<file path="src/hw/rtl/ftcg_pkg.sv">
// ----------------------------------------------------------------------------
// ftcg_pkg
// Shared types, widths and register codes of the floor texture coordinate
// generator.
// ----------------------------------------------------------------------------
package ftcg_pkg;

   localparam int MAX_SCREEN = 2048;
   localparam int FRAC_BITS  = 16;

   localparam int ROW_W      = 11;
   localparam int COL_W      = 11;
   localparam int POS_W      = 24;
   localparam int VEC_W      = 16;
   localparam int SCR_W      = 12;
   localparam int TEX_W      = 16;
   localparam int VEC_FRAC   = 14;
   localparam int CSR_DATA_W = 24;
   localparam int CSR_IDX_W  = 3;

   localparam int HALF_W = $clog2(MAX_SCREEN);
   localparam int DIST_W = HALF_W + FRAC_BITS;
   localparam int NUM_W  = VEC_W + COL_W + 1;
   localparam int QUO_W  = (NUM_W > DIST_W) ? NUM_W : DIST_W;
   localparam int RAY_W  = QUO_W + 2;
   localparam int PROD_W = VEC_FRAC + FRAC_BITS;
   localparam int DP_W   = VEC_W + 1;

   localparam logic [POS_W-1:0] RST_CAM_POS_X   = POS_W'(0);
   localparam logic [POS_W-1:0] RST_CAM_POS_Y   = POS_W'(0);
   localparam logic [VEC_W-1:0] RST_VIEW_DIR_X  = VEC_W'(16384);
   localparam logic [VEC_W-1:0] RST_VIEW_DIR_Y  = VEC_W'(0);
   localparam logic [VEC_W-1:0] RST_CAM_PLANE_X = VEC_W'(0);
   localparam logic [VEC_W-1:0] RST_CAM_PLANE_Y = VEC_W'(9830);
   localparam logic [SCR_W-1:0] RST_SCREEN_H    = SCR_W'(480);
   localparam logic [SCR_W-1:0] RST_SCREEN_W    = SCR_W'(640);

   typedef enum logic [CSR_IDX_W-1:0] {
      CSR_CAM_POS_X   = 3'd0,
      CSR_CAM_POS_Y   = 3'd1,
      CSR_VIEW_DIR_X  = 3'd2,
      CSR_VIEW_DIR_Y  = 3'd3,
      CSR_CAM_PLANE_X = 3'd4,
      CSR_CAM_PLANE_Y = 3'd5,
      CSR_SCREEN_H    = 3'd6,
      CSR_SCREEN_W    = 3'd7
   } csr_index_type;

   typedef struct packed {
      logic        [POS_W-1:0] cam_pos_x;
      logic        [POS_W-1:0] cam_pos_y;
      logic signed [VEC_W-1:0] view_dir_x;
      logic signed [VEC_W-1:0] view_dir_y;
      logic signed [VEC_W-1:0] cam_plane_x;
      logic signed [VEC_W-1:0] cam_plane_y;
      logic        [SCR_W-1:0] screen_height;
      logic        [SCR_W-1:0] screen_width;
   } cfg_type;

   typedef struct packed {
      logic [ROW_W-1:0] row;
      logic [COL_W-1:0] column;
   } req_type;

   typedef struct packed {
      logic [TEX_W-1:0] tex_u;
      logic [TEX_W-1:0] tex_v;
      logic             floor_row;
   } rsp_type;

endpackage

</file>
<file path="src/hw/rtl/ftcg_out_fifo.sv">
// ----------------------------------------------------------------------------
// ftcg_out_fifo
// Two-entry result buffer that parts the pipeline from the result channel.
// ----------------------------------------------------------------------------
module ftcg_out_fifo (
   input  logic              clock,
   input  logic              reset,
   input  logic              push,
   input  ftcg_pkg::rsp_type push_data,
   output logic              full,
   output logic              rsp_valid,
   input  logic              rsp_stall,
   output ftcg_pkg::rsp_type rsp_data
);
   import ftcg_pkg::*;

   localparam logic [1:0] DEPTH = 2'd2;

   rsp_type    mem_ff [2];
   logic       wr_ptr_ff;
   logic       rd_ptr_ff;
   logic [1:0] count_ff;
   logic [1:0] count_in;
   logic       pop;

   assign pop       = rsp_valid && !rsp_stall;
   assign full      = count_ff == DEPTH;
   assign rsp_valid = count_ff != 2'd0;
   assign rsp_data  = mem_ff[rd_ptr_ff];

   always_comb begin
      unique case ({push, pop})
         2'b10:   count_in = count_ff + 2'd1;
         2'b01:   count_in = count_ff - 2'd1;
         default: count_in = count_ff;
      endcase
   end

   always_ff @(posedge clock) begin
      if (reset) begin
         wr_ptr_ff <= 1'b0;
         rd_ptr_ff <= 1'b0;
         count_ff  <= 2'd0;
      end else begin
         count_ff <= count_in;
         if (push) begin
            wr_ptr_ff <= !wr_ptr_ff;
         end
         if (pop) begin
            rd_ptr_ff <= !rd_ptr_ff;
         end
      end
   end

   always_ff @(posedge clock) begin
      if (push) begin
         mem_ff[wr_ptr_ff] <= push_data;
      end
   end

   assert property (@(posedge clock) disable iff (reset) count_ff <= DEPTH)
      else $error("result buffer count out of range");
   assert property (@(posedge clock) disable iff (reset) full |-> !push)
      else $error("push into full result buffer");
   assert property (@(posedge clock) disable iff (reset)
      (count_ff == 2'd1) == (wr_ptr_ff != rd_ptr_ff))
      else $error("result buffer pointers disagree with count");

endmodule

</file>
<file path="config.mk">
export PLATFORM = sky130hd
export DESIGN_NAME = ftcg_out_fifo
export DESIGN_NICKNAME = d
export VERILOG_FILES = /design/src/hw/rtl/ftcg_pkg.sv /design/src/hw/rtl/ftcg_out_fifo.sv
export SDC_FILE = /design/constraint.sdc
export NUM_CORES = 1
export LEC_CHECK = 0
export ABC_AREA = 1
export BUFFER_PORTS_ARGS = -buffer_cell sky130_fd_sc_hd__buf_2
export CAP_MARGIN = 20
export CORE_MARGIN = 4
export CORE_UTILIZATION = 40
export CTS_CLUSTER_SIZE = 24
export DETAILED_ROUTE_END_ITERATION = 6
export GPL_TIMING_DRIVEN = 0
export SYNTH_ARGS = -nofsm -noshare
export SYNTH_HDL_FRONTEND = slang
export SYNTH_SLANG_ARGS = --single-unit
</file>
<file path="constraint.sdc">
create_clock -name clock -period 3.1 [get_ports clock]
set_input_delay 0.62 -clock clock [delete_from_list [all_inputs] [get_ports clock]]
set_output_delay 0.62 -clock clock [all_outputs]
set_load 0.03 [all_outputs]
</file>
# ---- Yosys cells after proc, flatten, opt, wreduce, memory -nomap -nowiden
# Memories as Yosys holds them, arrays and structs flattened. A register that Yosys moved wholly into a read port is not among the register bits.
# Cells that the tools add are included.
dict set report classes {
  addsub 2
  n_eq_ne 3
  mux 5
  reduce_logical 6
}
# cell n
set op_table {}
lappend op_table {{== test 2 bit, second input constant} 2}
lappend op_table {{2-to-1 mux 1 bit} 4}
lappend op_table {{case mux 2 bit (2 select lines)} 1}
lappend op_table {{nonzero test 2 bit} 2}
lappend op_table {{logical NOT 1 bit} 3}
lappend op_table {{adder 2 x 1 -> 2 bit, second input constant} 1}
lappend op_table {{== test 2 x 1 -> 1 bit, second input constant} 1}
lappend op_table {{subtractor 2 x 1 -> 2 bit, second input constant} 1}
lappend op_table {{logical AND 1 bit} 1}
dict set report word_totals {
  ff_bits 4
  ram_bits 66
  inputBits 37
  output_inout_bits 35
  wordCells 20
  n_memories 1
}
# memory depth width read_ports rd_clocked_by_memory_dff wr line_no
set mem_list {}
lappend mem_list {mem_ff 2 33 1 1 1 ftcg_out_fifo.sv:19} ;# rsp_type mem_ff [2];

# ---- Depth between registers and ports, before layout
dict set report logic_depth {
  word_depth 4
  depth_mapped 10
  mapped_depth_nobuf 10
}

# ---- Worst setup path after synthesis
# No wires, ideal clock.
dict set report synth_path {
  kind {input port to flip-flop}
  start {in push}
  end {mem mem_ff[0][0] in the netlist's numbering, enable pin}
  setup_time_ns 0.424
  arrival_ns 2.067
  t_required_ns 2.676
  setup_slack_ns 0.610
  stages 2
  n_path_buf 0
  path_cell_list {inv_1 nor2_1}
}
dict set report synth_between {
  elab_chain_len 2
}
# element line_no
set synth_lines {}
lappend synth_lines {{from (decl)} ftcg_out_fifo.sv:8} ;# input logic push,
lappend synth_lines {{2-to-1 mux 1 bit} ftcg_out_fifo.sv:56} ;# if (push) begin
lappend synth_lines {{2-to-1 mux 1 bit (not written as such)} ftcg_out_fifo.sv:57} ;# mem_ff[wr_ptr_ff] <= push_data;
lappend synth_lines {{to (decl)} ftcg_out_fifo.sv:19}
# Every way passes these cells.

==> out/metrics.yaml <==
ys_seq_elements: 71
setup_viol: 0
max_freq_mhz: 485
postCtsHoldBufs: 0
yosysSeqAreaShare_pct: 74.9
clockBufferDepth: 2
vias_per_cell: 4.61
ys_types: 17
fill_cells: 591
htreeDepth: 3
synth_warnings: 0
drtIter0Drc: 65
p_clk_share_pct: 26.9
num_io_pins: 72
routed_wl_microns: 4560
layout.nets: 262
final_common_cell: "buf_2"
drv_slew: 0
rows: 30
io_buffers: 71
antenna_found_initial: 0
grt.overflow.total: 0
end_kind: "primary output"
dp_hpwl_microns: 3130
drtPass1Iterations: 4
synth_nets: 179
die_height_microns: 91.4
initial_core_util_pct: 41.1
rsz0062_at_grt: "false"
outcome: "completed"
power.switching_mw: 0.564
hold_viol: 0
wl_per_cell_microns: 14.9
timing.critical_path.required_ns: 2.48
cts_tree: "done"
syn_avg_cell_area_sq_um: 19.7
clock_latency_ns: 0.33
die_w_microns: 91.4
crit_path_start_kind: "register"
layout-area-overhead-vs-synth_pct: 22.8
grt_usage_pct: 11.3
max_slew_margin_pct: 48.4
final.setup.worst_slack_ns: 1.04
pre_cts_slack_ns: 1.31
clock_skew_ns: 0.00520
diodes: 0
post-route-min-period_ns: 2.06
drive_gt1_share_pct: 54.2
cp.arrival_ns: 1.44
grt_pass1_wl_microns: 7060
p_per_area_nw_per_um2: 624
vias: 1416
postCtsResizedCells: 0
grt_max_degree: 35
pwr-share-comb_pct: 20.3
critPathKind: "reg2out"
cts_inserted_buffers: 9
drc: 0
cts.sinks: 71
place_congestion: 0.692
dp.cells: 293
die-area_sq_um: 8350
core_sq_um: 6760
max-vdd-ir-drop_uv: 215
post_cts_buffers: 0
ant_nets: 0
root_buffer: "clkbuf_8"
p_int_mw: 1.57
stdcell_count: 307
tightestPinTransition_ns: 0.773
holdWs_ns: 0.463
leakage_nw: 1.39
synth_area_sq_um: 2780
worstHoldPathType: "in2reg"
final_cell_mix: "buf_2, edfxtp_1, mux2_4"
postSynthCellCount: 141
fin_setup_tns_ns: 0
grt_pass1_vias: 1455
clkSlewWorstSetupHoldPaths_ns: 0.07
swShare_pct: 26.5
critPathMaxFanout: 10
pwr-share-seq_pct: 52.8
max-cap-violations: 0
timing.final.crit_share_pct: 66.5
state kept, by name, summed over array words and instances (netlist names), named ones only:
name and count:
wr_ptr_ff 1, mem_ff 66, count_ff 2, rd_ptr_ff 1
final cells by class:
cell class	count	area (sq um)	area share (%)
Sequential cell	71	2080	61.0
Multi-Input combinational cell	56	597	17.5
Timing Repair Buffer	72	383	11.2
Clock buffer	11	131	3.85
Tap cell	80	100	2.93
Buffer	4	71.3	2.09
Inverter	10	37.5	1.10
Clock inverter	3	12.5	0.366
worst paths after layout:
check                    from            to  slack (ns)  cells after the start
setup reg to reg    wr_ptr_ff  mem_ff[1][3]        1.67                      2
hold reg to reg   count_ff[1]   count_ff[1]        0.52                      2
setup / recovery     register  rsp_data[26]        1.04                      4
hold / removal          reset     wr_ptr_ff        0.46                      2
metrics by stage:
| step | total power, mW | util (%) | area, sq um |
|---|---|---|---|
| 2_1_floorplan | 1.47 | - | 2780 |
| 3_3_place_gp | 1.58 | 47.9 | 3240 |
| 3_5_place_dp | 1.59 | 48.4 | 3270 |
| 4_1_cts | 2.16 | 50.5 | 3410 |
| 5_1_grt | 2.23 | 50.5 | 3410 |
| 6_report | 2.13 | 50.5 | 3410 |
per-layer routing:
metal	vias to the layer above	global-route usage (%)	share of wire [%]
li1	684	-	-
met5	-	0	0
met4	0	7.54	2.4
met1	682	12.5	41
met3	10	3.31	4.9
met2	40	18.8	52
critical path: stages, from the launching register on:
cell	delay (ns)
dfxtp_1	0.32
buf_6	0.15
buf_12	0.16
mux2_4	0.30
buf_2	0.18
power by group through the flow:
stage / Sequential (mW) / Clock (mW) / Combinational, mW
after floorplan: 1.14 / 0 / 0.326
after global placement: 1.15 / 0 / 0.431
after detailed placement: 1.15 / 0 / 0.441
after CTS: 1.13 / 0.595 / 0.441
after global routing: 1.13 / 0.634 / 0.463
final: 1.13 / 0.573 / 0.433
cells in the mapped netlist:
cell	instances	area share, %
inv_2	1	0.13
mux2_2	3	1.2
nand2_1	6	0.81
ha_1	1	0.45
nand2_2	1	0.23
a21oi_1	1	0.18
inv_1	9	1.2
nor2_1	10	1.4
buf_6	1	0.41
mux2_4	30	16
o21ai_1	1	0.18
nor3_1	1	0.18
edfxtp_1	66	71
buf_12	3	2.2
o21ai_0	1	0.18
nand4_1	1	0.23
dfxtp_1	5	3.6
logic make-up after synthesis:
kind of cell / after synthesis / synth area share, %
flops: 71 / 74.9
fa+ha+maj: 1 / 0.450
simple gates: 19 / 2.79
mux: 33 / 17.4
compound gates: 3 / 0.540
buf+inv: 14 / 3.92
(Power assumes the default switching activity.)
