===== config.mk =====
export PLATFORM = sky130hd
export DESIGN_NAME = ftcg_csr
export DESIGN_NICKNAME = d
export VERILOG_FILES = /design/src/hw/rtl/ftcg_pkg.sv /design/src/hw/rtl/ftcg_csr.sv
export SDC_FILE = /design/constraint.sdc
export NUM_CORES = 1
export LEC_CHECK = 0
export BUFFER_PORTS_ARGS = -buffer_cell sky130_fd_sc_hd__buf_2
export CORE_MARGIN = 4
export CORE_UTILIZATION = 55
export DETAILED_ROUTE_END_ITERATION = 6
export GPL_TIMING_DRIVEN = 0
export PLACE_DENSITY = 0.85
export SLEW_MARGIN = 20
export SYNTH_ARGS = -nofsm -noshare
export SYNTH_HDL_FRONTEND = slang
export SYNTH_SLANG_ARGS = --single-unit

===== constraint.sdc =====
create_clock -name clock -period 2.05 [get_ports clock]
set_clock_uncertainty 0.1 [all_clocks]
set_input_delay 0.205 -clock clock [delete_from_list [all_inputs] [get_ports clock]]
set_output_delay 0.205 -clock clock [all_outputs]
set_load 0.1 [all_outputs]

===== src/hw/rtl/ftcg_pkg.sv =====
// ----------------------------------------------------------------------------
// ftcg_pkg
// Shared types, widths and register codes of the floor texture coordinate
// generator.
// ----------------------------------------------------------------------------
package ftcg_pkg;

   localparam int MAX_SCREEN = 2048;
   localparam int FRAC_BITS  = 16;

   localparam int ROW_W      = 11;
   localparam int COL_W      = 11;
   localparam int POS_W      = 24;
   localparam int VEC_W      = 16;
   localparam int SCR_W      = 12;
   localparam int TEX_W      = 16;
   localparam int VEC_FRAC   = 14;
   localparam int CSR_DATA_W = 24;
   localparam int CSR_IDX_W  = 3;

   localparam int HALF_W = $clog2(MAX_SCREEN);
   localparam int DIST_W = HALF_W + FRAC_BITS;
   localparam int NUM_W  = VEC_W + COL_W + 1;
   localparam int QUO_W  = (NUM_W > DIST_W) ? NUM_W : DIST_W;
   localparam int RAY_W  = QUO_W + 2;
   localparam int PROD_W = VEC_FRAC + FRAC_BITS;
   localparam int DP_W   = VEC_W + 1;

   localparam logic [POS_W-1:0] RST_CAM_POS_X   = POS_W'(0);
   localparam logic [POS_W-1:0] RST_CAM_POS_Y   = POS_W'(0);
   localparam logic [VEC_W-1:0] RST_VIEW_DIR_X  = VEC_W'(16384);
   localparam logic [VEC_W-1:0] RST_VIEW_DIR_Y  = VEC_W'(0);
   localparam logic [VEC_W-1:0] RST_CAM_PLANE_X = VEC_W'(0);
   localparam logic [VEC_W-1:0] RST_CAM_PLANE_Y = VEC_W'(9830);
   localparam logic [SCR_W-1:0] RST_SCREEN_H    = SCR_W'(480);
   localparam logic [SCR_W-1:0] RST_SCREEN_W    = SCR_W'(640);

   typedef enum logic [CSR_IDX_W-1:0] {
      CSR_CAM_POS_X   = 3'd0,
      CSR_CAM_POS_Y   = 3'd1,
      CSR_VIEW_DIR_X  = 3'd2,
      CSR_VIEW_DIR_Y  = 3'd3,
      CSR_CAM_PLANE_X = 3'd4,
      CSR_CAM_PLANE_Y = 3'd5,
      CSR_SCREEN_H    = 3'd6,
      CSR_SCREEN_W    = 3'd7
   } csr_index_type;

   typedef struct packed {
      logic        [POS_W-1:0] cam_pos_x;
      logic        [POS_W-1:0] cam_pos_y;
      logic signed [VEC_W-1:0] view_dir_x;
      logic signed [VEC_W-1:0] view_dir_y;
      logic signed [VEC_W-1:0] cam_plane_x;
      logic signed [VEC_W-1:0] cam_plane_y;
      logic        [SCR_W-1:0] screen_height;
      logic        [SCR_W-1:0] screen_width;
   } cfg_type;

   typedef struct packed {
      logic [ROW_W-1:0] row;
      logic [COL_W-1:0] column;
   } req_type;

   typedef struct packed {
      logic [TEX_W-1:0] tex_u;
      logic [TEX_W-1:0] tex_v;
      logic             floor_row;
   } rsp_type;

endpackage


===== src/hw/rtl/ftcg_csr.sv =====
// ----------------------------------------------------------------------------
// ftcg_csr
// Camera and screen configuration registers, written through a plain
// write port.
// ----------------------------------------------------------------------------
module ftcg_csr (
   input  logic                                clock,
   input  logic                                reset,
   input  logic                                csr_wr_en,
   input  ftcg_pkg::csr_index_type             csr_index,
   input  logic [ftcg_pkg::CSR_DATA_W-1:0]     csr_wr_data,
   output ftcg_pkg::cfg_type                   cfg
);
   import ftcg_pkg::*;

   cfg_type cfg_ff;

   always_ff @(posedge clock) begin
      if (reset) begin
         cfg_ff.cam_pos_x     <= RST_CAM_POS_X;
         cfg_ff.cam_pos_y     <= RST_CAM_POS_Y;
         cfg_ff.view_dir_x    <= signed'(RST_VIEW_DIR_X);
         cfg_ff.view_dir_y    <= signed'(RST_VIEW_DIR_Y);
         cfg_ff.cam_plane_x   <= signed'(RST_CAM_PLANE_X);
         cfg_ff.cam_plane_y   <= signed'(RST_CAM_PLANE_Y);
         cfg_ff.screen_height <= RST_SCREEN_H;
         cfg_ff.screen_width  <= RST_SCREEN_W;
      end else if (csr_wr_en) begin
         unique case (csr_index)
            CSR_CAM_POS_X:   cfg_ff.cam_pos_x     <= csr_wr_data[POS_W-1:0];
            CSR_CAM_POS_Y:   cfg_ff.cam_pos_y     <= csr_wr_data[POS_W-1:0];
            CSR_VIEW_DIR_X:  cfg_ff.view_dir_x    <= signed'(csr_wr_data[VEC_W-1:0]);
            CSR_VIEW_DIR_Y:  cfg_ff.view_dir_y    <= signed'(csr_wr_data[VEC_W-1:0]);
            CSR_CAM_PLANE_X: cfg_ff.cam_plane_x   <= signed'(csr_wr_data[VEC_W-1:0]);
            CSR_CAM_PLANE_Y: cfg_ff.cam_plane_y   <= signed'(csr_wr_data[VEC_W-1:0]);
            CSR_SCREEN_H:    cfg_ff.screen_height <= csr_wr_data[SCR_W-1:0];
            CSR_SCREEN_W:    cfg_ff.screen_width  <= csr_wr_data[SCR_W-1:0];
         endcase
      end
   end

   assign cfg = cfg_ff;

endmodule


* After elaboration in Yosys (flattened, before gate mapping)
Index checks and enable logic that the tools add are counted. W data, S select, Z words.
Word-level totals: output and inout port bits 136, flip-flop bits (word level) 136
Cells by class: reduce and logical (&&, ||, !) cells 9, eq/ne operators 7
Operators by type and width (number):
- $reduce_and A2 Y1 | 8
- $eq A3 B3 Y1 const B | 4
- $eq A3 B2 Y1 const B | 2
- $eq A3 B1 Y1 const B | 1
- $logic_not A3 Y1 | 1

* Depth between registers and ports, before layout
word-level depth 2, gate-level depth with buffers 5, gate-level depth less buffers 2

* Worst setup path before layout
Ideal clock, no wire load.
kind input to register, start point input port csr_index[0], end point register cfg_ff (netlist bit cfg[103]), data arrival time 1.243 ns, slack 0.635 ns, cell stages on the path 5, setup time 0.072 ns, path through clkbuf_1 -> nor4bb_1 -> buf_2 -> buf_4 -> mux2i_1
On the way: cells in the longest elaborated chain, start to end 2
Ends and longest elaborated chain:
- start: declaration | line ftcg_csr.sv:10 | input ftcg_pkg::csr_index_type csr_index,
- $eq A3 B1 Y1 | line ftcg_csr.sv:29 | unique case (csr_index)
- $reduce_and A2 Y1 (no source line)
- end: declaration | line ftcg_csr.sv:16 | cfg_type cfg_ff;
No other way between the ends. A chain may end at the register's enable or synchronous reset.

* Final worst setup path
start point register cfg_ff (netlist bit cfg[80]), end point output port cfg[80] (netlist bit)
RTL lines:
- end: declaration | line ftcg_csr.sv:12 | output ftcg_pkg::cfg_type cfg
No word-level cell between the ends.

==> flow_summary_export.csv <==
group,metric,value,unit
grt,grt_pass1_vias,4619,
logic_synthesis,synth_commonest_cells,"nand2b_1 (146), dfxtp_1 (136), mux2i_1 (136), clkbuf_1 (25), nor2_1 (24)",
timing,whs,0.0680,ns
drt,routed_via_density,5.17,
timing,setup_viol,0,
timing,tns,0,ns
timing,drv_slew,0,
logic_synthesis,syn_area_per_cell,10.9,um2
logic_synthesis,synth-seq-cells,136,
outcome,status,"finished clean",
layout,syn2layout_area_growth,32.3,%
clocking,cts_tree,"done",
drt,ant_nets,0,
place,place.detailed.hpwl,10400,um
layout,largest_register_ffs,136,
clocking,path_clk_slew,0.06,ns
setup_path,worst_path_max_delay_cell,"buf_2",
clocking,cts-root-buf,"clkbuf_8",
logic_synthesis,synthSimpleGateAreaFrac,20.7,%
die,start_util,57.4,%
setup_path,cpLargestDelayFamily,"buffers and inverters",
die,core.rowCount,35,
logic_synthesis,async_reset_ff_share,0,%
logic_synthesis,netlist_area,5400,um2
die,dieArea,11500,um2
timing,rsz0062_at_grt,"false",
logic_synthesis,yosys.area.top_type,"dfxtp_1",
place,port_buffers,164,
logic_synthesis,ys_seq_area_share,50.4,%
layout,nFillCells,654,
grt,overflow,0,
place,dp.cells,790,
clocking,hold_buffers,18,
hold_path,hp-class,"input port to flop",
grt,antenna_found_initial,1,
drt,drc_errors,0,
setup_path,slowest_delay,0.44,ns
die,io-pin-count,166,
timing,slew_headroom,65.6,%
grt,grt_pass1_wl,23700,um
clocking,cts-resized-gates,0,
layout,drive_gt1_share,29.7,%
timing,fin_ws,0.439,ns
die,coreArea,9420,um2
power,p_leak,3.70,nW
clocking,clk_path_buf_depth,2,
logic_synthesis,synth_top_family_by_area,"multiplexers",
layout,final_nets,728,
power,totalPowerFinal,6.58,mW
logic_synthesis,yosysUniqueCellTypes,16,
logic_synthesis,yosysMostFrequentCell,"nand2b_1",
clocking,htree_levels,4,
timing,timing.fmax,621,MHz
logic_synthesis,synth_warnings,0,
drt,drt-total-wl,14900,um
clocking,cts.sinks,136,
logic_synthesis,ys_top_cells_by_area,"dfxtp_1 (50%), mux2i_1 (25%), nand2b_1 (17%), clkbuf_1 (1.7%), nor2_1 (1.7%)",
logic_synthesis,synth_edf_count,0,
logic_synthesis,synth-compound-area-share,0,%
logic_synthesis,ys.flop_type,"dfxtp_1",
timing,min_period,1.61,ns
drt,via_count,4341,
setup_path,critical_path_required,1.75,ns
clocking,cts_setup_buffers,0,
setup_path,crit_arrival,1.31,ns
clocking,insertion_delay,0.50,ns
power,max-vdd-ir-drop,0.000574,V
flow_run,cap_violations,0,
die,die_h,107,um
layout,num_antenna_cells,0,
setup_path,critPathMaxFanout,2,
setup_path,crit_path_end_kind,"output port",
drt,wl_per_cell,17.7,um
logic_synthesis,synth_xor_area_share,0,%
layout,finalInstanceArea,7150,um2
layout,fin_util,75.9,%
setup_path,worst-setup-path-type,"flop to output port",
drt,dr.pass1.iters,4,
die,die_w,107,um
logic_synthesis,synth_mux_area_share,25.2,%
power,powerDensity,921,nW/um2
timing,worst_slew_pin_slew,0.515,ns
setup_path,worstSetupStartpointType,"flop",
timing,fin_crit_sh,78.6,%
drt,dr.first_iter.drc_count,160,
logic_synthesis,synth_adder_area_share,0,%
grt,grt_max_degree,17,
place,dp_slack,-0.00696,ns
grt,grt_usage,26.5,%
setup_path,path_buf_inv,1,
place,gp_congestion,0.819,
timing,final_hold_viol_count,0,
logic_synthesis,netlist.area_leader.share,50.4,%
clocking,cts_buffers,17,
logic_synthesis,syn-instance-count,497,
setup_path,crit_chain,"buf_2",
place,post_dp_cell_area,6380,um2
layout,final_cells,839,
logic_synthesis,synthesis.nets,527,
routing by layer:
metal	global-route usage, %	routed length, um	vias to the layer above
met4	7.95	257	2
li1	-	-	2051
met1	31.1	6240	2102
met2	46.2	7310	161
met3	8.31	1040	25
met5	0	13	-
final timing paths:
path              end  slack [ns]       startpoint  cells past startpoint
min           cfg[52]        0.07  csr_wr_data[12]                      3
max reg2reg   cfg[26]        1.25          cfg[26]                      2
min reg2reg  cfg[123]        0.37         cfg[123]                      2
max           cfg[80]        0.44          cfg[80]                      1
cell families after synthesis:
family                 after synthesis
and+or+nand+nor                    182
muxes                              136
DFF                                136
buffers and inverters               43
layout by cell type, fill, tap and decap left out:
| master | count |
|---|---|
| buf_2 | 176 |
| nand2b_1 | 146 |
| mux2i_1 | 136 |
| dfxtp_1 | 136 |
| clkbuf_1 | 26 |
| nor2_1 | 24 |
| dlygate4sd3_1 | 18 |
| clkbuf_16 | 16 |
| buf_4 | 4 |
| clkinv_2 | 4 |
| nand4bb_1 | 3 |
| nand4b_1 | 3 |
| bufinv_16 | 3 |
| and4b_1 | 2 |
| clkbuf_8 | 2 |
| clkinvlp_4 | 2 |
| clkinv_4 | 2 |
| nor4b_1 | 1 |
| buf_1 | 1 |
| nor4bb_1 | 1 |
| nand4_1 | 1 |
| or4b_1 | 1 |
| buf_6 | 1 |
| inv_6 | 1 |
area by class of cell:
class | instances | area, um2 | share of cell area, %
buffer | 43 | 199 | 2.78
clock inverter | 12 | 151 | 2.12
clock buffer | 19 | 432 | 6.04
timing repair buffer | 182 | 1000 | 14.0
tap | 129 | 161 | 2.26
sequential | 136 | 2720 | 38.1
multi-input combinational | 318 | 2480 | 34.7
power by group:
part | switching (mW) | internal (mW)
registers | 0.0323 | 2.70
logic | 0.640 | 0.207
clock network | 1.12 | 1.88
(Power assumes the default switching activity.)
