### config.mk
export PLATFORM = sky130hd
export DESIGN_NAME = ftcg_div
export DESIGN_NICKNAME = d
export VERILOG_FILES = /design/src/hw/rtl/ftcg_pkg.sv /design/src/hw/rtl/ftcg_div.sv
export SDC_FILE = /design/constraint.sdc
export NUM_CORES = 2
export LEC_CHECK = 0
export ABC_AREA = 1
export BUFFER_PORTS_ARGS = -buffer_cell sky130_fd_sc_hd__buf_4
export CAP_MARGIN = 20
export CELL_PAD_IN_SITES_DETAIL_PLACEMENT = 0
export CELL_PAD_IN_SITES_GLOBAL_PLACEMENT = 1
export CORE_ASPECT_RATIO = 0.9
export CORE_UTILIZATION = 40
export DETAILED_ROUTE_END_ITERATION = 8
export PLACE_DENSITY = 0.66
export SLEW_MARGIN = 0
export SYNTH_ARGS = -nofsm -noshare
export SYNTH_HDL_FRONTEND = slang
export SYNTH_SLANG_ARGS = --single-unit
export TNS_END_PERCENT = 20
### constraint.sdc
create_clock -name clock -period 4.29 [get_ports clock]
set_clock_uncertainty 0.1 [all_clocks]
set_input_delay 0.858 -clock clock [delete_from_list [all_inputs] [get_ports clock]]
set_output_delay 0.858 -clock clock [all_outputs]
set_load 0.02 [all_outputs]
### src/hw/rtl/ftcg_pkg.sv
// ----------------------------------------------------------------------------
// ftcg_pkg
// Shared types, widths and register codes of the floor texture coordinate
// generator.
// ----------------------------------------------------------------------------
package ftcg_pkg;

   localparam int MAX_SCREEN = 2048;
   localparam int FRAC_BITS  = 16;

   localparam int ROW_W      = 11;
   localparam int COL_W      = 11;
   localparam int POS_W      = 24;
   localparam int VEC_W      = 16;
   localparam int SCR_W      = 12;
   localparam int TEX_W      = 16;
   localparam int VEC_FRAC   = 14;
   localparam int CSR_DATA_W = 24;
   localparam int CSR_IDX_W  = 3;

   localparam int HALF_W = $clog2(MAX_SCREEN);
   localparam int DIST_W = HALF_W + FRAC_BITS;
   localparam int NUM_W  = VEC_W + COL_W + 1;
   localparam int QUO_W  = (NUM_W > DIST_W) ? NUM_W : DIST_W;
   localparam int RAY_W  = QUO_W + 2;
   localparam int PROD_W = VEC_FRAC + FRAC_BITS;
   localparam int DP_W   = VEC_W + 1;

   localparam logic [POS_W-1:0] RST_CAM_POS_X   = POS_W'(0);
   localparam logic [POS_W-1:0] RST_CAM_POS_Y   = POS_W'(0);
   localparam logic [VEC_W-1:0] RST_VIEW_DIR_X  = VEC_W'(16384);
   localparam logic [VEC_W-1:0] RST_VIEW_DIR_Y  = VEC_W'(0);
   localparam logic [VEC_W-1:0] RST_CAM_PLANE_X = VEC_W'(0);
   localparam logic [VEC_W-1:0] RST_CAM_PLANE_Y = VEC_W'(9830);
   localparam logic [SCR_W-1:0] RST_SCREEN_H    = SCR_W'(480);
   localparam logic [SCR_W-1:0] RST_SCREEN_W    = SCR_W'(640);

   typedef enum logic [CSR_IDX_W-1:0] {
      CSR_CAM_POS_X   = 3'd0,
      CSR_CAM_POS_Y   = 3'd1,
      CSR_VIEW_DIR_X  = 3'd2,
      CSR_VIEW_DIR_Y  = 3'd3,
      CSR_CAM_PLANE_X = 3'd4,
      CSR_CAM_PLANE_Y = 3'd5,
      CSR_SCREEN_H    = 3'd6,
      CSR_SCREEN_W    = 3'd7
   } csr_index_type;

   typedef struct packed {
      logic        [POS_W-1:0] cam_pos_x;
      logic        [POS_W-1:0] cam_pos_y;
      logic signed [VEC_W-1:0] view_dir_x;
      logic signed [VEC_W-1:0] view_dir_y;
      logic signed [VEC_W-1:0] cam_plane_x;
      logic signed [VEC_W-1:0] cam_plane_y;
      logic        [SCR_W-1:0] screen_height;
      logic        [SCR_W-1:0] screen_width;
   } cfg_type;

   typedef struct packed {
      logic [ROW_W-1:0] row;
      logic [COL_W-1:0] column;
   } req_type;

   typedef struct packed {
      logic [TEX_W-1:0] tex_u;
      logic [TEX_W-1:0] tex_v;
      logic             floor_row;
   } rsp_type;

endpackage

### src/hw/rtl/ftcg_div.sv
// ----------------------------------------------------------------------------
// ftcg_div
// Pipelined restoring divider, one quotient bit per register stage.
// ----------------------------------------------------------------------------
module ftcg_div #(
   parameter int N_W = ftcg_pkg::QUO_W,
   parameter int D_W = ftcg_pkg::SCR_W
) (
   input  logic           clock,
   input  logic           advance,
   input  logic [N_W-1:0] num,
   input  logic [D_W-1:0] den,
   output logic [N_W-1:0] quo
);
   import ftcg_pkg::*;

   logic [D_W-1:0] rem_ff [N_W];
   logic [D_W-1:0] rem_in [N_W];
   logic [N_W-1:0] nq_ff  [N_W];
   logic [N_W-1:0] nq_in  [N_W];
   logic [D_W-1:0] den_ff [N_W];
   logic [D_W-1:0] den_in [N_W];

   for (genvar k = 0; k < N_W; k++) begin : g_stage
      logic [D_W-1:0] rem_prev;
      logic [N_W-1:0] nq_prev;
      logic [D_W-1:0] den_prev;
      logic [D_W:0]   trial;
      logic           ge;

      if (k == 0) begin : g_first
         assign rem_prev = '0;
         assign nq_prev  = num;
         assign den_prev = den;
      end else begin : g_next
         assign rem_prev = rem_ff[k-1];
         assign nq_prev  = nq_ff[k-1];
         assign den_prev = den_ff[k-1];
      end

      assign trial     = {rem_prev, nq_prev[N_W-1]};
      assign ge        = trial >= {1'b0, den_prev};
      assign rem_in[k] = ge ? D_W'(trial - {1'b0, den_prev}) : trial[D_W-1:0];
      assign nq_in[k]  = {nq_prev[N_W-2:0], ge};
      assign den_in[k] = den_prev;
   end

   always_ff @(posedge clock) begin
      if (advance) begin
         rem_ff <= rem_in;
         nq_ff  <= nq_in;
         den_ff <= den_in;
      end
   end

   assign quo = nq_ff[N_W-1];

endmodule

After elaboration in Yosys (flattened, before gate mapping):

Index checks and enable logic that the tools add are counted.

* ROM bits: 0
* bits of input ports: 42
* register bits after elaboration: 1432
* latch bits: 0
* memories kept: 0
* memory bits (writable): 0

* $add $sub $neg: 27
* muxes and demuxes: 27
* $mul: 0
* shifts and indexed selects: 0
* bitwise gates (word level): 0
* equality and inequality tests: 0
* $lt $le $gt $ge: 28
* divide/modulo/power cells: 0
* reduce and logical (&&, ||, !) cells: 0

Operators with widths (number)
* $ge 13x12->1: 27
* $mux 12: 26
* $sub 12x12->12: 26
* $ge 1x12->1: 1
* $sub 1x12->12: 1
* $mux 1: 1

Logic depth before layout (Yosys ltp):

* word-level depth: 2
* depth in mapped cells: 12

Worst setup path before layout:

OpenSTA, ideal clock, no wires.

* kind: input -> register
* from: in num[27]
* to: reg rem_ff, in the netlist g_stage[1].rem_prev[3], data pin
* stages on the path: 9
* slack: 2.027 ns
* data arrival time: 1.886 ns
* library setup time: 0.278 ns
* path buffers: 1
* path through: inv_1 ha_1 inv_1 ha_1 nand2_1 nand2_1 nand4_1 clkbuf_1 a21oi_1

* cells in the longest elaborated chain, start to end: 1

RTL lines
* from (decl): RTL line ftcg_div.sv:11 `input logic [N_W-1:0] num,`
* $sub 1x12->12 / $ge 1x12->1 (equally long branches): RTL line ftcg_div.sv:43, ftcg_div.sv:42
* to (signal assigned): RTL line ftcg_div.sv:50 `rem_ff <= rem_in;`
* to (decl): RTL line ftcg_div.sv:17 `logic [D_W-1:0] rem_ff [N_W];`

Several ways; a longest one is shown, not always the timed one.
A chain may end at the register's enable or synchronous reset.

==> metrics.txt <==
#FFs+latches synth=1,432; Top-Level Pins=70; Tmin final=between 2 and 3 ns; delay of the slowest cell on the worst path=0.55 ns; Seq/Total Area, Yosys=62.2%; Yosys cell types=35; critical path's slowest cell=edfxtp_1; classification of the worst-slack hold path=input pin to register; Std-Cell Core Area=approximately 170,000 µm²; most used cells in the layout excluding fill and tap cells=nand2_1, edfxtp_1, inv_1; H-tree depth reported by CTS=4; startpoint-to-endpoint class of the critical path=register to register; remaining global-route overflow=0; most common cell after layout, fill and taps aside=nand2_1; Register-to-Register Path Depth=9; number of nets in the layout=6,946; share of the clock period used by the worst path=between 60 and 70%; Power Dens Cells=655 nW/µm²; maximum net fanout on the critical path=20; Die X=440 µm; setup TNS=0 ns; clock tree root buffer cell=clkbuf_16; overall global routing resource usage=between 10% and 20%; number of buffers added by the clock tree synthesis step=roughly 160; fraction of final layout cells with drive strength greater than 1=a little under a tenth; post-detailed-route wirelength per cell=roughly 15 µm; starting utilization of the core area=between 40% and 50%; die footprint=between 150,000 and 200,000 µm²; warning count from the yosys run=0; Top Family by Delay on Critical Path=simple AND/OR/NAND/NOR gates; via count of the first global-routing pass=41,160; final-report max-slew violation count=0; max-cap violation count=0; minimum hold slack=0.147 ns; clk_lat worst skew=just under 0.8 ns; Min-Delay Path Depth=1; status=finished, final reports clean; average cell area after synthesis=approximately 11 µm²; Cell Chain, Critical Path=inv_1 > ha_1 > nand2_1 > inv_1 > nand2_1 > nand3_1 > nand2_2 > nand3_2 > o21ai_0; worst reg2reg path endpoint=g_stage[20].rem_prev[7]; origin of the critical flop-to-flop path=g_stage[19].den_prev[3]; minimum setup slack in the final design=1.49 ns; remaining design rule violation count=0; placer congestion estimate=about 0.84; number of routed nets with antenna violations=0; maximum frequency from static timing analysis=0.357 GHz; overall via count from detail_route=roughly 42,000; capturing element type of the critical path=register; pin count of the biggest net entering global routing=111; first-pass GRT wire length=220,000 µm; kind of launch point of the worst setup path=register; synthesized instance count=roughly 6,300; number of cell rows=~140; Synth-to-Final Area Change=12.0%; count of cells resized by post-cts repair=0; total half-perimeter wirelength after legalization and detailed placement=approximately 100,000 µm; clock transition time at the flip-flop clock pins of the worst setup and hold paths=~0.06 ns; Peak supply drop=~0.27 mV; drt total wl=~140,000 µm; maximum root-to-sink buffer count=3; number of hold violations in the final report=0; Arrival @ worst endpoint=between 3 and 4 ns; Max-Slew Margin vs Limit=between 40% and 50%; Mapped Area=69,100 µm²; count of buffering cells on the critical path with inverters included=2; Hold Path Sink=g_stage[1].nq_prev[11]; syn nets=6,737; worst slack at placement=approximately 1.6 ns; slew at the pin with the worst max-slew slack=~0.84 ns; setup repair after global routing missed its margin=no; number of vias per cell after detailed routing=approximately 4.7; antenna violations before repair=0; worst hold start=num[10]; number of port buffers=69; required arrival time at the worst endpoint=between 4 and 5 ns; number of hold buffers added after CTS=0; clock tree from TritonCTS=done; R2R setup slack=about 1.5 ns; setup violation total in the final timing report=0; router iterations before antenna repair=8; Lkg Pwr=between 0.03 and 0.04 µW; y dimension of the die=~400 µm; count of clock tree sinks=approximately 1,400; count of buffers added by post-CTS timing repair for setup=0; count of routing violations after the opening detailed-route iteration=~2,500
-- cell usage after synthesis, drive strengths merged --
library cell / count / area, µm²
fa: 26 / 521
ha: 326 / 4080
nor2: 321 / 1390
nand4: 238 / 1490
o211ai: 1 / 7.51
nand3: 438 / 2760
a21oi: 130 / 943
nor3: 57 / 340
nor3b: 1 / 7.51
buf: 58 / 684
clkbuf: 1 / 3.75
or2: 1 / 6.26
nand3b: 51 / 387
o21ai: 175 / 1010
nor4: 1 / 6.26
xor2: 115 / 1010
xnor2: 28 / 245
nand2: 1752 / 6760
inv: 1190 / 4470
edfxtp: 1432 / 43000
a31oi: 1 / 6.26
-- cells by family after synthesis --
family                   after synthesis  share of synthesized area, %
AO/OA/AOI/OAI                        307                          2.85
buffers and inverters               1249                          7.46
flip-flops                          1432                          62.2
XOR/XNOR                             143                          1.81
AND/OR/NAND/NOR                     2860                          19.0
adder cells (fa/ha/maj)              352                          6.65
-- where the power goes --
group / switching (µW) / total (µW) / internal, µW
sequential: 1390 / 20100 / 18700
clock: 5680 / 13300 / 7610
combinational: 11300 / 17300 / 6030
total: 18400 / 50700 / 32400
-- per-layer routing --
metal / part of all wire [%] / GRT usage [%]
met1: 51 / 23.6
met2: 43 / 23.6
met3: 3.8 / 2.56
met4: 2.3 / 4.41
met5: 0 / 0
-- registers in the layout, indices dropped and copies added, names as in the netlist --
name,flops
quo,28
g_stage.nq_prev,756
g_stage.den_prev,324
g_stage.rem_prev,324
-- worst max-delay path by stage --
stage	start	to	slack, ns	cells past startpoint
2_1_floorplan	num[27]	g_stage[1].rem_prev[3]	2.03	9
3_3_place_gp	num[27]	g_stage[1].rem_prev[0]	1.51	10
4_1_cts	g_stage[19].den_prev[3]	g_stage[20].rem_prev[7]	1.53	9
5_1_grt	g_stage[19].den_prev[3]	g_stage[20].rem_prev[7]	1.33	9
6_report	g_stage[19].den_prev[3]	g_stage[20].rem_prev[7]	1.49	9
3_5_place_dp	num[27]	g_stage[1].rem_prev[10]	1.60	9
-- final cells by class --
cell class	count	area, µm²
diodes	2	5.00
inverters	1190	4470
clock inverters	102	1090
multi-input cells	3662	21000
repair buffers	111	1020
flip-flops and latches	1432	43000
well taps	2263	2830
clock buffers	180	4020
fillers	15895	94000
-- through the flow --
stage	cell area, µm²	power [µW]	util, %	cells
after floorplan	69100	33600	-	6343
after global placement	72300	37700	42.2	8658
after detailed placement	72300	37700	42.2	8658
after CTS	77400	51300	45.2	8940
after global routing	77400	54500	45.2	8940
final	77400	50700	45.2	8942
Power figures use the tool's default switching activity.
